==> config.mk <==
export PLATFORM = sky130hd
export DESIGN_NAME = fix_message_validator
export DESIGN_NICKNAME = d
export VERILOG_FILES = /design/src/rtl/fmv_pkg.sv /design/src/rtl/fmv_parser.sv /design/src/rtl/fmv_out_queue.sv /design/src/rtl/fix_message_validator.sv
export SDC_FILE = /design/constraint.sdc
export NUM_CORES = 1
export LEC_CHECK = 0
export ABC_CLOCK_PERIOD_IN_PS = 12150
export CAP_MARGIN = 20
export CORE_ASPECT_RATIO = 0.5
export CORE_MARGIN = 2
export CORE_UTILIZATION = 41
export DETAILED_ROUTE_END_ITERATION = 8
export DONT_BUFFER_PORTS = 1
export MAX_ROUTING_LAYER = met4
export SYNTH_ARGS = -nofsm -noshare
export SYNTH_HDL_FRONTEND = slang
export SYNTH_HIERARCHICAL = 1
export SYNTH_SLANG_ARGS = --single-unit
==> constraint.sdc <==
create_clock -name aclk -period 12.15 [get_ports aclk]
set_input_delay 1.215 -clock aclk [delete_from_list [all_inputs] [get_ports aclk]]
set_output_delay 1.215 -clock aclk [all_outputs]
set_load 0.01 [all_outputs]
==> src/rtl/fmv_pkg.sv <==
// Shared types, constants and helpers of the FIX message validator.
`timescale 1ns / 1ps
`default_nettype none

package fmv_pkg;

    // Intended message size limit; positions are carried modulo its span
    localparam int MAX_MESSAGE_BYTES = 65536;
    localparam int POS_W = $clog2(MAX_MESSAGE_BYTES);

    localparam int TAG_W  = 32;
    localparam int SUM_W  = 8;
    localparam int BYTE_W = 8;

    // Output tdata: tag, offset, length, ok, error code, padded to bytes
    localparam int TDATA_RAW_W = TAG_W + 2 * POS_W + 1 + 3;
    localparam int TDATA_W     = ((TDATA_RAW_W + 7) / 8) * 8;

    // Result queue depth; two entries must be free to take one byte
    localparam int OUT_DEPTH = 4;
    localparam int OUT_PTR_W = $clog2(OUT_DEPTH);
    localparam int OUT_CNT_W = $clog2(OUT_DEPTH + 1);

    // Message bytes of interest
    localparam logic [BYTE_W-1:0] SOH_BYTE   = 8'h01;
    localparam logic [BYTE_W-1:0] CHAR_ZERO  = 8'h30;
    localparam logic [BYTE_W-1:0] CHAR_ONE   = 8'h31;
    localparam logic [BYTE_W-1:0] CHAR_NINE  = 8'h39;
    localparam logic [BYTE_W-1:0] CHAR_EQUAL = 8'h3D;

    localparam logic [TAG_W-1:0] TAG_MSG_LEN  = 32'd9;
    localparam logic [TAG_W-1:0] TAG_CHECKSUM = 32'd10;

    // Result kinds carried on tuser
    localparam logic KIND_FIELD   = 1'b0;
    localparam logic KIND_VERDICT = 1'b1;

    typedef enum logic [2:0] {
        ERR_NONE          = 3'd0,
        ERR_NO_LENGTH_TAG = 3'd1,
        ERR_LENGTH_OPEN   = 3'd2,
        ERR_NO_TRAILER    = 3'd3,
        ERR_LENGTH        = 3'd4,
        ERR_CHECKSUM      = 3'd5
    } err_t;

    typedef struct packed {
        logic             kind;
        logic [TAG_W-1:0] tag;
        logic [POS_W-1:0] offset;
        logic [POS_W-1:0] length;
        logic             ok;
        err_t             err;
        logic             last;
    } fmv_result_t;

    // Up to two results leave the parser per byte: field event, then verdict
    typedef struct packed {
        logic        first_valid;
        fmv_result_t first;
        logic        second_valid;
        fmv_result_t second;
    } fmv_push_t;

    // One decimal digit step: acc * 10 + digit, saturating at all ones
    function automatic logic [TAG_W-1:0] dec_step(input logic [TAG_W-1:0] acc,
                                                  input logic [3:0] digit);
        logic [TAG_W+3:0] sum;
        sum = {1'b0, acc, 3'b000} + {3'b000, acc, 1'b0} + {{TAG_W{1'b0}}, digit};
        if (sum[TAG_W+3:TAG_W] != 4'd0) begin
            return '1;
        end
        return sum[TAG_W-1:0];
    endfunction

endpackage

`default_nettype wire

==> src/rtl/fmv_parser.sv <==
// Byte parser: field splitting, tag and value decoding, length and checksum verdict.
`timescale 1ns / 1ps
`default_nettype none

module fmv_parser (
    input  wire logic                          aclk,
    input  wire logic                          aresetn,
    input  wire logic                          in_valid,
    output logic                               in_ready,
    input  wire logic [fmv_pkg::BYTE_W-1:0]    in_byte,
    input  wire logic                          in_last,
    input  wire logic                          space_ok,
    output fmv_pkg::fmv_push_t                 push
);
    import fmv_pkg::*;

    typedef enum logic [2:0] {
        PM_FRESH,
        PM_NINE,
        PM_ONE,
        PM_ONEZERO,
        PM_DEAD
    } prefix_t;

    // Input register
    logic              hold_valid_reg;
    logic [BYTE_W-1:0] hold_byte_reg;
    logic              hold_last_reg;
    logic              fire;

    // Message state
    prefix_t           prefix_reg, prefix_next;
    logic [POS_W-1:0]  pos_reg, pos_next;
    logic [POS_W-1:0]  field_begin_reg, field_begin_next;
    logic              eq_seen_reg, eq_seen_next;
    logic [POS_W-1:0]  eq_pos_reg, eq_pos_next;
    logic [TAG_W-1:0]  tag_acc_reg, tag_acc_next;
    logic              tag_done_reg, tag_done_next;
    logic [TAG_W-1:0]  val_acc_reg, val_acc_next;
    logic              val_done_reg, val_done_next;
    logic [TAG_W-1:0]  claimed_len_reg, claimed_len_next;
    logic [TAG_W-1:0]  claimed_sum_reg, claimed_sum_next;
    logic              len_tag_seen_reg, len_tag_seen_next;
    logic              len_found_reg, len_found_next;
    logic              len_closed_reg, len_closed_next;
    logic [POS_W-1:0]  body_begin_reg, body_begin_next;
    logic              trailer_found_reg, trailer_found_next;
    logic [POS_W-1:0]  trailer_pos_reg, trailer_pos_next;
    logic [SUM_W-1:0]  run_sum_reg, run_sum_next;
    logic [SUM_W-1:0]  sum_fb_reg, sum_fb_next;
    logic [SUM_W-1:0]  sum_trl_reg, sum_trl_next;

    logic              is_soh;
    logic              is_digit;
    logic              is_equal;
    logic [TAG_W-1:0]  dec_out;
    logic              event_valid;
    logic [POS_W-1:0]  end_pos;
    logic [POS_W-1:0]  body_span;
    logic [SUM_W-1:0]  sum_with_byte;
    err_t              verdict_err;
    fmv_result_t       field_res;
    fmv_result_t       verdict_res;

    assign fire     = hold_valid_reg && space_ok;
    assign in_ready = !hold_valid_reg || fire;

    assign is_soh        = (hold_byte_reg == SOH_BYTE);
    assign is_equal      = (hold_byte_reg == CHAR_EQUAL);
    assign is_digit      = (hold_byte_reg >= CHAR_ZERO) && (hold_byte_reg <= CHAR_NINE);
    assign sum_with_byte = run_sum_reg + hold_byte_reg;

    // One shared decimal step: tag digits before '=', value digits after
    assign dec_out = dec_step(eq_seen_reg ? val_acc_reg : tag_acc_reg, hold_byte_reg[3:0]);

    // Advance the message state for the held byte
    always_comb begin
        prefix_next        = prefix_reg;
        pos_next           = pos_reg + POS_W'(1);
        field_begin_next   = field_begin_reg;
        eq_seen_next       = eq_seen_reg;
        eq_pos_next        = eq_pos_reg;
        tag_acc_next       = tag_acc_reg;
        tag_done_next      = tag_done_reg;
        val_acc_next       = val_acc_reg;
        val_done_next      = val_done_reg;
        claimed_len_next   = claimed_len_reg;
        claimed_sum_next   = claimed_sum_reg;
        len_tag_seen_next  = len_tag_seen_reg;
        len_found_next     = len_found_reg;
        len_closed_next    = len_closed_reg;
        body_begin_next    = body_begin_reg;
        trailer_found_next = trailer_found_reg;
        trailer_pos_next   = trailer_pos_reg;
        run_sum_next       = sum_with_byte;
        sum_fb_next        = sum_fb_reg;
        sum_trl_next       = sum_trl_reg;

        // Field content: prefix tracking and tag/value digits
        if (!is_soh) begin
            unique case (prefix_reg)
                PM_FRESH: begin
                    if (hold_byte_reg == CHAR_NINE) begin
                        prefix_next = PM_NINE;
                    end else if (hold_byte_reg == CHAR_ONE) begin
                        prefix_next = PM_ONE;
                    end else begin
                        prefix_next = PM_DEAD;
                    end
                end
                PM_NINE: begin
                    if (is_equal && !len_found_reg && !hold_last_reg) begin
                        len_found_next = 1'b1;
                    end
                    prefix_next = PM_DEAD;
                end
                PM_ONE: begin
                    prefix_next = (hold_byte_reg == CHAR_ZERO) ? PM_ONEZERO : PM_DEAD;
                end
                PM_ONEZERO: begin
                    if (is_equal && len_closed_reg && !trailer_found_reg && !hold_last_reg) begin
                        trailer_found_next = 1'b1;
                        trailer_pos_next   = field_begin_reg;
                        sum_trl_next       = sum_fb_reg;
                    end
                    prefix_next = PM_DEAD;
                end
                default: begin
                    prefix_next = PM_DEAD;
                end
            endcase

            if (!eq_seen_reg) begin
                if (is_equal) begin
                    eq_seen_next = 1'b1;
                    eq_pos_next  = pos_reg;
                end else if (!tag_done_reg) begin
                    if (is_digit) begin
                        tag_acc_next = dec_out;
                    end else begin
                        tag_done_next = 1'b1;
                    end
                end
            end else if (!val_done_reg) begin
                if (is_digit) begin
                    val_acc_next = dec_out;
                end else begin
                    val_done_next = 1'b1;
                end
            end
        end

        // Field close on SOH or on the final byte
        event_valid = (is_soh || hold_last_reg) && eq_seen_next;
        end_pos     = is_soh ? pos_reg : pos_reg + POS_W'(1);
        if (event_valid) begin
            if (tag_acc_next == TAG_MSG_LEN) begin
                len_tag_seen_next = 1'b1;
                claimed_len_next  = val_acc_next;
            end else if (tag_acc_next == TAG_CHECKSUM) begin
                claimed_sum_next = val_acc_next;
            end
        end

        field_res        = '0;
        field_res.kind   = KIND_FIELD;
        field_res.tag    = tag_acc_next;
        field_res.offset = eq_pos_next + POS_W'(1);
        field_res.length = end_pos - eq_pos_next - POS_W'(1);
        field_res.err    = ERR_NONE;

        // SOH: body starts after the first 9= field, then open a fresh field
        if (is_soh) begin
            if (len_found_reg && !len_closed_reg) begin
                len_closed_next = 1'b1;
                body_begin_next = pos_reg + POS_W'(1);
            end
            field_begin_next = pos_reg + POS_W'(1);
            sum_fb_next      = sum_with_byte;
            eq_seen_next     = 1'b0;
            eq_pos_next      = '0;
            tag_acc_next     = '0;
            tag_done_next    = 1'b0;
            val_acc_next     = '0;
            val_done_next    = 1'b0;
            prefix_next      = PM_FRESH;
        end

        // Verdict on the final byte, first failing check wins
        body_span = trailer_pos_next - body_begin_next;
        if (!len_tag_seen_next || !len_found_next) begin
            verdict_err = ERR_NO_LENGTH_TAG;
        end else if (!len_closed_next) begin
            verdict_err = ERR_LENGTH_OPEN;
        end else if (!trailer_found_next) begin
            verdict_err = ERR_NO_TRAILER;
        end else if ({{(TAG_W-POS_W){1'b0}}, body_span} != claimed_len_next) begin
            verdict_err = ERR_LENGTH;
        end else if ({{(TAG_W-SUM_W){1'b0}}, sum_trl_next} != claimed_sum_next) begin
            verdict_err = ERR_CHECKSUM;
        end else begin
            verdict_err = ERR_NONE;
        end

        verdict_res      = '0;
        verdict_res.kind = KIND_VERDICT;
        verdict_res.ok   = (verdict_err == ERR_NONE);
        verdict_res.err  = verdict_err;
        verdict_res.last = 1'b1;

        // Clear everything for the next message
        if (hold_last_reg) begin
            prefix_next        = PM_FRESH;
            pos_next           = '0;
            field_begin_next   = '0;
            eq_seen_next       = 1'b0;
            eq_pos_next        = '0;
            tag_acc_next       = '0;
            tag_done_next      = 1'b0;
            val_acc_next       = '0;
            val_done_next      = 1'b0;
            claimed_len_next   = '0;
            claimed_sum_next   = '0;
            len_tag_seen_next  = 1'b0;
            len_found_next     = 1'b0;
            len_closed_next    = 1'b0;
            body_begin_next    = '0;
            trailer_found_next = 1'b0;
            trailer_pos_next   = '0;
            run_sum_next       = '0;
            sum_fb_next        = '0;
            sum_trl_next       = '0;
        end

        // Results to the queue: field event first, verdict after it
        push.first_valid  = fire && (event_valid || hold_last_reg);
        push.first        = event_valid ? field_res : verdict_res;
        push.second_valid = fire && event_valid && hold_last_reg;
        push.second       = verdict_res;
    end

    // Hold the input transfer and commit state when the byte is processed
    always_ff @(posedge aclk) begin
        if (in_valid && in_ready) begin
            hold_byte_reg <= in_byte;
            hold_last_reg <= in_last;
        end
        if (!aresetn) begin
            hold_valid_reg    <= 1'b0;
            prefix_reg        <= PM_FRESH;
            pos_reg           <= '0;
            field_begin_reg   <= '0;
            eq_seen_reg       <= 1'b0;
            eq_pos_reg        <= '0;
            tag_acc_reg       <= '0;
            tag_done_reg      <= 1'b0;
            val_acc_reg       <= '0;
            val_done_reg      <= 1'b0;
            claimed_len_reg   <= '0;
            claimed_sum_reg   <= '0;
            len_tag_seen_reg  <= 1'b0;
            len_found_reg     <= 1'b0;
            len_closed_reg    <= 1'b0;
            body_begin_reg    <= '0;
            trailer_found_reg <= 1'b0;
            trailer_pos_reg   <= '0;
            run_sum_reg       <= '0;
            sum_fb_reg        <= '0;
            sum_trl_reg       <= '0;
        end else begin
            if (in_ready) begin
                hold_valid_reg <= in_valid;
            end
            if (fire) begin
                prefix_reg        <= prefix_next;
                pos_reg           <= pos_next;
                field_begin_reg   <= field_begin_next;
                eq_seen_reg       <= eq_seen_next;
                eq_pos_reg        <= eq_pos_next;
                tag_acc_reg       <= tag_acc_next;
                tag_done_reg      <= tag_done_next;
                val_acc_reg       <= val_acc_next;
                val_done_reg      <= val_done_next;
                claimed_len_reg   <= claimed_len_next;
                claimed_sum_reg   <= claimed_sum_next;
                len_tag_seen_reg  <= len_tag_seen_next;
                len_found_reg     <= len_found_next;
                len_closed_reg    <= len_closed_next;
                body_begin_reg    <= body_begin_next;
                trailer_found_reg <= trailer_found_next;
                trailer_pos_reg   <= trailer_pos_next;
                run_sum_reg       <= run_sum_next;
                sum_fb_reg        <= sum_fb_next;
                sum_trl_reg       <= sum_trl_next;
            end
        end
    end

endmodule

`default_nettype wire

==> src/rtl/fmv_out_queue.sv <==
// Result queue: takes up to two results per cycle, hands out one per transfer.
`timescale 1ns / 1ps
`default_nettype none

module fmv_out_queue (
    input  wire logic                 aclk,
    input  wire logic                 aresetn,
    input  wire fmv_pkg::fmv_push_t   push,
    output logic                      space_ok,
    output logic                      out_valid,
    input  wire logic                 out_ready,
    output fmv_pkg::fmv_result_t      out_res
);
    import fmv_pkg::*;

    fmv_result_t          entry_reg [OUT_DEPTH];
    logic [OUT_PTR_W-1:0] wr_ptr_reg, wr_ptr_next;
    logic [OUT_PTR_W-1:0] rd_ptr_reg, rd_ptr_next;
    logic [OUT_CNT_W-1:0] count_reg, count_next;
    logic [OUT_PTR_W-1:0] wr_ptr_plus1;
    logic                 pop;
    logic [1:0]           push_cnt;

    assign out_valid    = (count_reg != '0);
    assign out_res      = entry_reg[rd_ptr_reg];
    assign pop          = out_valid && out_ready;
    assign space_ok     = (count_reg <= OUT_CNT_W'(OUT_DEPTH - 2));
    assign wr_ptr_plus1 = wr_ptr_reg + OUT_PTR_W'(1);
    assign push_cnt     = {1'b0, push.first_valid} + {1'b0, push.second_valid};

    // Advance pointers and fill level
    always_comb begin
        wr_ptr_next = wr_ptr_reg + OUT_PTR_W'(push_cnt);
        rd_ptr_next = pop ? rd_ptr_reg + OUT_PTR_W'(1) : rd_ptr_reg;
        count_next  = count_reg + OUT_CNT_W'(push_cnt) - OUT_CNT_W'(pop);
    end

    // Write entries in order
    always_ff @(posedge aclk) begin
        if (push.first_valid) begin
            entry_reg[wr_ptr_reg] <= push.first;
        end
        if (push.second_valid) begin
            entry_reg[wr_ptr_plus1] <= push.second;
        end
    end

    always_ff @(posedge aclk) begin
        if (!aresetn) begin
            wr_ptr_reg <= '0;
            rd_ptr_reg <= '0;
            count_reg  <= '0;
        end else begin
            wr_ptr_reg <= wr_ptr_next;
            rd_ptr_reg <= rd_ptr_next;
            count_reg  <= count_next;
        end
    end

endmodule

`default_nettype wire

==> src/rtl/fix_message_validator.sv <==
// Top level of the FIX message validator: byte stream in, field events and verdicts out.
//
// Usage: feed one message byte per transfer on the s_axis channel, with
// s_axis_tlast on the final byte of each message. Every SOH-terminated field
// that holds an '=' yields a field event on m_axis (tuser = 0) with its tag,
// value offset and value length. The final byte also yields a verdict
// (tuser = 1, tlast = 1) with message_ok and the error code; a field event
// closed by that byte comes first.
// Results: an accepted byte waits in the parser's input register, and its results
// are written to the queue once the queue has two free entries.
// Throughput: one byte per cycle; the parser takes a byte while the four-entry
// result queue has two free entries, so only a stalled receiver or a run of
// two-result bytes slows intake.
// Reset: synchronous, active low; clears the parser state and empties the
// queue. After each verdict the parser clears itself for the next message.
// A stalled receiver holds the head result steady; intake stops once the
// queue is nearly full.
`timescale 1ns / 1ps
`default_nettype none

module fix_message_validator (
    input  wire logic                           aclk,
    input  wire logic                           aresetn,
    input  wire logic                           s_axis_tvalid,
    output logic                                s_axis_tready,
    input  wire logic [fmv_pkg::BYTE_W-1:0]     s_axis_tdata,   // [7:0] data_byte
    input  wire logic                           s_axis_tlast,   // end_of_message
    output logic                                m_axis_tvalid,
    input  wire logic                           m_axis_tready,
    // [31:0] field_tag, [47:32] value_offset, [63:48] value_length,
    // [64] message_ok, [67:65] error_code, rest zero
    output logic [fmv_pkg::TDATA_W-1:0]         m_axis_tdata,
    output logic                                m_axis_tuser,   // result_kind
    output logic                                m_axis_tlast    // last_result
);
    import fmv_pkg::*;

    fmv_push_t   push;
    logic        space_ok;
    fmv_result_t head;

    fmv_parser u_parser (
        .aclk     (aclk),
        .aresetn  (aresetn),
        .in_valid (s_axis_tvalid),
        .in_ready (s_axis_tready),
        .in_byte  (s_axis_tdata),
        .in_last  (s_axis_tlast),
        .space_ok (space_ok),
        .push     (push)
    );

    fmv_out_queue u_queue (
        .aclk      (aclk),
        .aresetn   (aresetn),
        .push      (push),
        .space_ok  (space_ok),
        .out_valid (m_axis_tvalid),
        .out_ready (m_axis_tready),
        .out_res   (head)
    );

    // Pack the head result onto the output transfer
    assign m_axis_tdata = {{(TDATA_W - TDATA_RAW_W){1'b0}}, head.err, head.ok,
                           head.length, head.offset, head.tag};
    assign m_axis_tuser = head.kind;
    assign m_axis_tlast = head.last;

endmodule

`default_nettype wire
==> flow_metrics.py, run 1 <==
metrics = {
    "yosys": {
        "synth_cells": 2950,
        "synth_compound_area_frac": 0.126,
        "synthAdderAreaFrac": 0.0460,
        "ys_ff_latch": 541,
        "synth_common_cells": "nand2_1 (306), mux2_2 (304), edfxtp_1 (289), dfxtp_1 (252), o21ai_0 (190)",
        "synth_xor_area_frac": 0.0320,
        "yosysMostFrequentCell": "nand2_1",
        "syn_area_mm2": 0.0317,
        "synth_edf_count": 289,
        "synth_top_family_by_area": "multiplexers",
        "yosysTopAreaCellShare": 0.274,
        "avgSynthCellArea_um2": 10.7,
        "synthSimpleGateAreaFrac": 0.138,
        "synth_ff_type": "edfxtp_1",
        "synth.distinct_cells": 118,
        "async_flop_share": 0,
        "synth.largest_area_cell": "edfxtp_1",
        "netlist_top_cells_area": "edfxtp_1 (27%), dfxtp_1 (16%), mux2_2 (11%)",
        "ys_seq_area_frac": 0.433,
        "ys_warn_count": 6,
        "synthMuxAreaShare": 0.176,
    },
    "die": {
        "rows": 72,
        "start_util": 0.412,
        "die_h_um": 201,
        "coreArea_mm2": 0.0769,
        "die-area_mm2": 0.0797,
        "ios": 89,
        "die_x_um": 397,
    },
    "clock_tree": {
        "cts_root_buf": "clkbuf_16",
        "hold_buffers": 0,
        "cts_htree_levels": 2,
        "clkLatencyLatePin_ns": 0.63,
        "ctsResizeCount": 0,
        "postCtsSetupRepairBufs": 0,
        "cts_tree": "done",
        "cts_buffers": 52,
        "cts_max_path_buffers": 3,
        "clkTransAtPathRegs_ns": 0.07,
        "cts.sinks": 541,
    },
    "pwr": {
        "power_mw": 4.17,
        "power.density_mw_per_mm2": 123,
        "ir_drop_mv": 0.0924,
        "p_leak_nw": 12.5,
    },
    "worst_hold_path": {
        "worstHoldPathType": "register to register",
        "hold_depth": 2,
    },
    "global_route": {
        "grt_util_all_layers": 0.227,
        "grt_max_degree": 174,
        "grt_pass1_vias": 21600,
        "antenna_found_initial": 7,
        "grt_pass1_wl_um": 136000,
        "overflow": 0,
    },
    "timing": {
        "relSlewSlack": 0.147,
        "period_share": 0.657,
        "setup_tns_ns": 0,
        "fmaxAchievable_mhz": 125,
        "finalSetupViolations": 0,
        "rsz0062_at_grt": "false",
        "skew_ns": 0.0192,
        "finalCriticalPeriod_ns": 7.99,
        "maxSlewViolCount": 0,
        "tightest_slew_ns": 1.27,
        "hold_violations": 0,
    },
    "critical_path": {
        "cp-end-kind": "register",
        "r2r_cells": 20,
        "path_buf_inv": 1,
        "path_max_fanout": 41,
        "critPathLaunchType": "register",
        "cp.depth": 20,
        "arrival_ns": 8.36,
        "crit_type": "register to register",
        "worst_ep_required_time_ns": 12.53,
        "path_cells": "mux2_2, ha_1, ha_1, inv_1, fa_1, nand2b_1, a211oi_2, o211ai_1, a21oi_2, a221oi_2, mux2i_1, and3_4, a21oi_1, nor4_1, nand4_1, o21a_1, or4b_1, nand4bb_4, and2_1, mux2_2",
        "critPathMaxStageDelay_ns": 1.00,
        "critical_path.top_delay_family": "simple AND/OR/NAND/NOR gates",
        "crit_slowest_cell": "dfxtp_2",
    },
    "final_layout": {
        "final_nets": 2981,
        "final_area_mm2": 0.0340,
        "final_util": 0.442,
        "drive_gt1_frac": 0.195,
        "area_growth_pct": 7.25,
        "largest_register_ffs": 280,
    },
    "job": {
        "max_cap_viol_count": 0,
    },
    "routing": {
        "wire_per_inst_um": 22.6,
        "drtAntennaViolNets": 0,
        "avgViaCountPerCell": 5.74,
        "totalWireLength_um": 89000,
        "drc": 0,
        "vias": 22600,
        "drt-initial-drc-count": 2159,
        "drt_pass1_iterations": 5,
    },
    "placement": {
        "placed_area_mm2": 0.0323,
        "place_congestion": 0.935,
        "portBuffers": 0,
        "hpwl_um": 60800,
    },
    "status": {
        "status": "complete, no violations",
    },
}
final timing paths:
kind	slack (ns)	end	start
worst max register to register	4.16	u_queue/entry_reg[1][3]	u_parser/eq_seen_reg
worst min register to register	0.46	u_parser/claimed_sum_reg[27]	u_parser/claimed_sum_reg[27]
worst min-delay path	0.46	u_parser/claimed_sum_reg[27]	u_parser/claimed_sum_reg[27]
worst max-delay path	4.16	u_queue/entry_reg[1][3]	u_parser/eq_seen_reg
worst reg2reg max path, stage by stage (launching register included):
cell       delay (ns)
dfxtp_2          1.00
mux2_2           0.46
ha_1             0.28
ha_1             0.18
inv_1            0.07
fa_1             0.45
nand2b_1         0.20
a211oi_2         0.43
o211ai_1         0.31
a21oi_2          0.39
a221oi_2         0.12
mux2i_1          0.76
and3_4           0.56
a21oi_1          0.12
nor4_1           0.76
nand4_1          0.18
o21a_1           0.21
or4b_1           0.48
nand4bb_4        0.29
and2_1           0.24
mux2_2           0.28
power by group:
part	switching (mW)	internal, mW
clock network	0.753	0.911
registers	0.0604	1.95
logic	0.298	0.197
total	1.11	3.06
layout by cell type, fill, tap and decap left out, types with 40 or more instances in the layout:
cell       instances
inv_1             42
o21ai_0          187
xor2_1            45
mux2i_1           52
xnor2_1           62
dfxtp_1          249
clkbuf_16         53
mux4_2            70
mux2_2           304
ha_1             107
a21oi_1           87
edfxtp_1         289
a21boi_0          47
nor3_1            42
nor2_1           148
and2_1           104
nand2_1          304
buf_4             40
nor2b_1           63
conb_1            70
layout make-up:
| cell class | count | area [um^2] |
|---|---|---|
| repair buffers | 41 | 328 |
| inverters | 45 | 169 |
| clock inverters | 28 | 279 |
| well taps | 1036 | 1300 |
| flip-flops and latches | 541 | 13700 |
| diodes | 2 | 5.00 |
| fillers | 7225 | 42900 |
| multi-input cells | 2174 | 16800 |
| clock buffers | 67 | 1410 |
routing by layer:
layer,vias to the layer above,wire (um),global-route usage
li1,10600,-,-
met4,0,1530,0.0455
met3,97,4730,0.0237
met5,-,0,-
met1,11300,43100,0.334
met2,596,39700,0.337
kinds of logic (layout without fill, tap and decap cells):
logic type | count (synthesis) | in the layout
buf+inv | 302 | 181
fa+ha+maj | 113 | 113
simple gates | 863 | 863
flops | 541 | 541
xor+xnor | 111 | 111
compound gates | 585 | 585
other cells | 3 | 72
mux | 432 | 432
through the flow:
stage	hold slack (ns)	setup WS [ns]	instances
2_1_floorplan	0.425	4.82	3017
3_3_place_gp	0.433	4.49	3836
3_5_place_dp	0.444	4.34	3836
4_1_cts	0.459	4.31	3931
5_1_grt	0.479	3.71	3934
6_report	0.455	4.16	3934
Note: power is estimated with default switching activity, not from simulation.
==> inputs of run 2 (changes only) <==
Settings changed: ABC_CLOCK_PERIOD_IN_PS 12150 to 7410.
Clock period 12.15 ns to 7.41 ns, I/O delays scaled along.
==> run 2 against run 1 <==
Clock power rose by 60%. Die area stayed put. Via count rose by 0.32%. Sequential power increased by 63%. Register-to-register slack worse by 3.8 ns. Hold slack lost 0.26 ns. Non-clock buffer count is 17 higher. First-iteration DRC count is 1.1% lower. Core utilization up 0.15 points. Wire length rose by 0.45%. Count of clock-buffer cells in the layout grew 3. Critical endpoint is now u_queue/entry_reg[2][3]. Largest cell class unchanged. Largest power group unchanged. Highest routed layer unchanged.
==> flow_metrics.py, run 2 (synthesized netlist as in run 1, its figures left out) <==
metrics = {
    "status": {
        "status": "complete, no violations",
    },
    "pwr": {
        "power.density_mw_per_mm2": 198,
        "ir_drop_mv": 0.152,
        "p_leak_nw": 12.6,
    },
    "final_layout": {
        "fill_cells": 7227,
        "final_area_mm2": 0.0341,
        "area_growth_pct": 7.62,
        "final_cell_mix": "nand2_1 (304), mux2_2 (304), edfxtp_1 (289), dfxtp_1 (249), o21ai_0 (187)",
        "drive_gt1_frac": 0.200,
        "fin_cells": 3961,
        "largest_register_ffs": 280,
        "final_nets": 2999,
    },
    "timing": {
        "setup_tns_ns": 0,
        "finalCriticalPeriod_ns": 7.07,
        "hold_violations": 0,
        "skew_ns": 0.0172,
        "hold_slack_ns": 0.200,
        "period_share": 0.955,
        "fmaxAchievable_mhz": 141,
        "tightest_slew_ns": 1.18,
        "relSlewSlack": 0.206,
        "rsz0062_at_grt": "false",
        "maxSlewViolCount": 0,
        "finalSetupViolations": 0,
    },
    "placement": {
        "portBuffers": 0,
        "hpwl_um": 61900,
        "place_congestion": 0.952,
        "placed_area_mm2": 0.0324,
        "placed_cells_incl_taps": 3853,
    },
    "die": {
        "coreArea_mm2": 0.0769,
        "die-area_mm2": 0.0797,
        "start_util": 0.412,
        "die_h_um": 201,
        "ios": 89,
        "die_x_um": 397,
        "rows": 72,
    },
    "routing": {
        "drt_pass1_iterations": 6,
        "avgViaCountPerCell": 5.72,
        "vias": 22600,
        "drt-initial-drc-count": 2136,
        "drc": 0,
        "totalWireLength_um": 89400,
        "drtAntennaViolNets": 0,
        "wire_per_inst_um": 22.6,
    },
    "clock_tree": {
        "cts_max_path_buffers": 3,
        "cts_root_buf": "clkbuf_16",
        "cts_htree_levels": 2,
        "clkLatencyLatePin_ns": 0.63,
        "cts.sinks": 541,
        "clkTransAtPathRegs_ns": 0.07,
        "cts_tree": "done",
        "hold_buffers": 0,
        "cts_buffers": 53,
    },
    "critical_path": {
        "cp-end-kind": "register",
        "arrival_ns": 7.45,
        "crit_type": "register to register",
        "path_max_fanout": 29,
        "worst_ep_required_time_ns": 7.79,
        "critPathLaunchType": "register",
    },
    "global_route": {
        "antenna_found_initial": 15,
        "overflow": 0,
        "grt_util_all_layers": 0.229,
        "grt_pass1_wl_um": 138000,
        "grt_max_degree": 174,
        "grt_pass1_vias": 22000,
    },
    "job": {
        "max_cap_viol_count": 0,
    },
    "worst_hold_path": {
        "worstHoldPathType": "input port to register",
    },
}
run 2: critical path, stage by stage, from the launching register on:
cell,delay (ns)
dfxtp_2,0.52
buf_4,0.42
mux2_2,0.40
ha_1,0.29
ha_1,0.43
nand2_1,0.12
a211oi_2,0.32
o21ai_1,0.20
o211ai_1,0.44
xor2_1,0.26
o41a_1,0.54
a2111oi_0,0.49
o211a_2,0.45
mux2i_1,0.27
xor2_1,0.21
nand4_1,0.10
or4b_1,0.54
nand4bb_4,0.30
and2_1,0.24
mux2_2,0.26
run 2: worst paths after layout:
path,endpoint,slack (ns),cells after the start,startpoint
hold reg to reg,u_parser/claimed_len_reg[31],0.46,2,u_parser/claimed_len_reg[31]
setup / recovery,u_queue/entry_reg[2][3],0.34,19,u_parser/eq_seen_reg
setup reg to reg,u_queue/entry_reg[2][3],0.34,19,u_parser/eq_seen_reg
hold / removal,u_parser/hold_byte_reg[4],0.20,0,s_axis_tdata[4]
run 2: where the power goes:
group / internal (mW) / leakage [nW] / switching [mW]
clock network: 1.43 / 0.802 / 1.23
logic: 0.324 / 7.12 / 0.500
registers: 3.20 / 4.62 / 0.0826
run 2: per-layer routing:
layer / wire length, um / up-vias / GRT usage
met1: 42400 / 11200 / 0.328
met2: 39700 / 652 / 0.340
met4: 2140 / 0 / 0.0633
met3: 5210 / 131 / 0.0319
li1: - / 10600 / -
met5: 0 / - / -
run 2: repair_timing:
item / CTS / global route
setup buffers: 0 / 0
setup endpoints to repair: 0 / 12
resized for setup: 0 / 5
run 2: layout make-up:
class / count / area (um^2) / area share
antenna: 9 / 22.5 / 0.000660
clock buffer: 70 / 1420 / 0.0416
clock inverter: 28 / 231 / 0.00679
inverter: 45 / 169 / 0.00495
multi-input combinational: 2174 / 16800 / 0.492
sequential: 541 / 13700 / 0.403
tap: 1036 / 1300 / 0.0380
timing repair buffer: 58 / 443 / 0.0130
run 2: stage by stage:
stage                     total power, mW  setup slack (ns)   util
final                                6.76             0.337  0.443
after global routing                 7.01            0.0773  0.443
after CTS                            6.83             0.359  0.443
after detailed placement             4.18             0.376  0.421
after global placement               4.18             0.403  0.421
after floorplan                      3.99            0.0770      -
==> inputs of run 3 (changes only) <==
Settings changed: CORE_UTILIZATION 41 to 42.
==> run 3 against run 2 <==
Highest routed layer unchanged. Cell count down 0.40%. Non-clock buffer count down 1. Via count down 0.31%. Hold slack better by 0.012 ns. Cell area up 0.40%. Total power up 3.1%. Combinational power down 1%. Count of clock-buffer cells in the layout down 5. Clock skew up 0.0086 ns.
==> flow_metrics.py, run 3 (synthesized netlist as in run 1, its figures left out) <==
metrics = {
    "status": {
        "status": "complete, no violations",
    },
    "clock_tree": {
        "cts_htree_levels": 2,
        "cts_root_buf": "clkbuf_16",
        "clkTransAtPathRegs_ns": 0.06,
        "ctsResizeCount": 0,
        "cts_max_path_buffers": 3,
        "clkLatencyLatePin_ns": 0.63,
        "postCtsSetupRepairBufs": 0,
        "cts_buffers": 53,
        "cts_tree": "done",
        "hold_buffers": 0,
        "cts.sinks": 541,
    },
    "worst_hold_path": {
        "holdPathEnd": "u_parser/hold_byte_reg[3]",
        "min-delay-start": "s_axis_tdata[3]",
        "worstHoldPathType": "input port to register",
        "hold_depth": 0,
    },
    "global_route": {
        "grt_max_degree": 174,
        "grt_pass1_wl_um": 137000,
        "grt_util_all_layers": 0.235,
        "grt_pass1_vias": 21800,
        "overflow": 0,
        "antenna_found_initial": 8,
    },
    "pwr": {
        "p_leak_nw": 12.6,
        "intPower_mw": 5.14,
        "ir_drop_mv": 0.142,
        "power.density_mw_per_mm2": 204,
        "p_comb_frac": 0.117,
        "switching_share": 0.263,
        "power_mw": 6.97,
        "pwr-share-clk": 0.410,
        "switchingPower_mw": 1.83,
        "pwr-share-seq": 0.472,
    },
    "critical_path": {
        "r2r_start": "u_parser/hold_byte_reg[7]",
        "cp-end-kind": "register",
        "path_buf_inv": 0,
        "crit_slowest_cell": "or3_1",
        "reg2reg_to": "u_queue/entry_reg[1][3]",
        "r2r_cells": 23,
        "crit_type": "register to register",
        "path_cells": "nor2_1, nand3_1, nor2_1, nand4b_1, or3_1, mux2i_1, ha_1, fa_1, nor2b_1, o31a_1, o211ai_1, a21boi_0, or3_1, a21oi_1, o21a_1, xor2_1, o2bb2ai_1, nor4_1, a31oi_1, or4_1, nand4bb_4, and2_1, mux2_2",
        "critPathLaunchType": "register",
        "worst_ep_required_time_ns": 7.79,
        "critPathMaxStageDelay_ns": 0.72,
        "r2r_slack_ns": 0.48,
        "arrival_ns": 7.30,
        "path_max_fanout": 18,
        "critical_path.top_delay_family": "simple AND/OR/NAND/NOR gates",
    },
    "routing": {
        "avgViaCountPerCell": 5.72,
        "drc": 0,
        "wire_per_inst_um": 22.6,
        "wl_met1_um": 42200,
        "drt-initial-drc-count": 1949,
        "drt_pass1_iterations": 5,
        "totalWireLength_um": 89300,
        "met3_wirelength_um": 5660,
        "dr.max_layer_used": "met4",
        "drtAntennaViolNets": 0,
        "vias": 22600,
        "wl_met2_um": 39500,
    },
    "timing": {
        "fmaxAchievable_mhz": 144,
        "maxSlewViolCount": 0,
        "hold_violations": 0,
        "finalSetupViolations": 0,
        "hold_slack_ns": 0.212,
        "setup_tns_ns": 0,
        "finalCriticalPeriod_ns": 6.93,
        "rsz0062_at_grt": "false",
        "relSlewSlack": 0.271,
        "tightest_slew_ns": 1.09,
        "skew_ns": 0.0258,
        "period_share": 0.935,
    },
    "die": {
        "ios": 89,
        "start_util": 0.423,
        "rows": 71,
        "die-area_mm2": 0.0778,
        "coreArea_mm2": 0.0749,
        "die_x_um": 392,
        "die_h_um": 198,
    },
    "final_layout": {
        "area_growth_pct": 8.04,
        "drive_gt1_frac": 0.202,
        "final_nets": 2998,
        "final_cell_mix": "nand2_1 (304), mux2_2 (304), edfxtp_1 (289), dfxtp_1 (249), o21ai_0 (187)",
        "largest_register_ffs": 280,
    },
    "placement": {
        "hpwl_um": 60900,
        "place_congestion": 0.940,
        "portBuffers": 0,
    },
    "job": {
        "max_cap_viol_count": 0,
    },
}
## run 3: cell count changes in the layout (fill, tap and decap cells not counted), sizes merged
| cell | previous run | this run |
|---|---|---|
| clkinvlp | 3 | 5 |
| clkbuf | 70 | 65 |
| inv | 48 | 47 |
| bufinv | 2 | 6 |
| diode | 9 | 6 |
| clkinv | 20 | 22 |
| buf | 58 | 57 |
## run 3: worst register-to-register path: cells and delay by family, from the launching register on
family	cells	cell delay, ns
adder cells (fa/ha/maj)	2	0.45
AO/OA/AOI/OAI	7	1.32
multiplexers	2	0.58
flip-flops	1	0.41
XOR/XNOR	1	0.51
AND/OR/NAND/NOR	11	3.41
## run 3: worst max path at each step
stage | to | start | slack (ns) | depth (start not counted)
after detailed placement | u_queue/entry_reg[1][3] | u_parser/hold_byte_reg[7] | 0.54 | 23
after global routing | u_queue/entry_reg[1][3] | u_parser/hold_byte_reg[7] | 0.07 | 23
after CTS | u_queue/entry_reg[1][3] | u_parser/hold_byte_reg[7] | 0.55 | 23
after global placement | u_queue/entry_reg[1][3] | u_parser/hold_byte_reg[7] | 0.62 | 23
final | u_queue/entry_reg[1][3] | u_parser/hold_byte_reg[7] | 0.48 | 23
after floorplan | u_queue/entry_reg[0][0] | u_parser/hold_byte_reg[7] | 0.08 | 9
## run 3: area by class of cell
cell class	count	area, um^2
Sequential cell	541	13700
Clock buffer	65	1450
Fill cell	6910	40600
Antenna cell	6	15.0
Inverter	45	169
Multi-Input combinational cell	2174	16800
Clock inverter	35	373
Timing Repair Buffer	57	448
Tap cell	1022	1280
## run 3: power groups by stage
| stage | combinational, mW | sequential, mW | clock [mW] |
|---|---|---|---|
| 2_1_floorplan | 0.701 | 3.29 | 0 |
| 3_3_place_gp | 0.824 | 3.36 | 0 |
| 3_5_place_dp | 0.825 | 3.36 | 0 |
| 4_1_cts | 0.826 | 3.30 | 2.91 |
| 5_1_grt | 0.873 | 3.31 | 3.04 |
| 6_report | 0.816 | 3.29 | 2.86 |
## run 3: through the flow
| step | worst slack (ns) | cells | area, um^2 | utilization |
|---|---|---|---|---|
| global route | 0.0683 | 3939 | 34200 | 0.457 |
| detailed placement | 0.538 | 3838 | 32400 | 0.432 |
| floorplan | 0.0770 | 3017 | 31900 | - |
| CTS | 0.545 | 3938 | 34200 | 0.457 |
| global placement | 0.623 | 3838 | 32400 | 0.432 |
| finish | 0.481 | 3945 | 34200 | 0.457 |
## run 3: metal layers
layer | GRT usage | vias up
met5 | - | -
li1 | - | 10600
met2 | 0.355 | 656
met3 | 0.0248 | 131
met4 | 0.0574 | 0
met1 | 0.337 | 11200
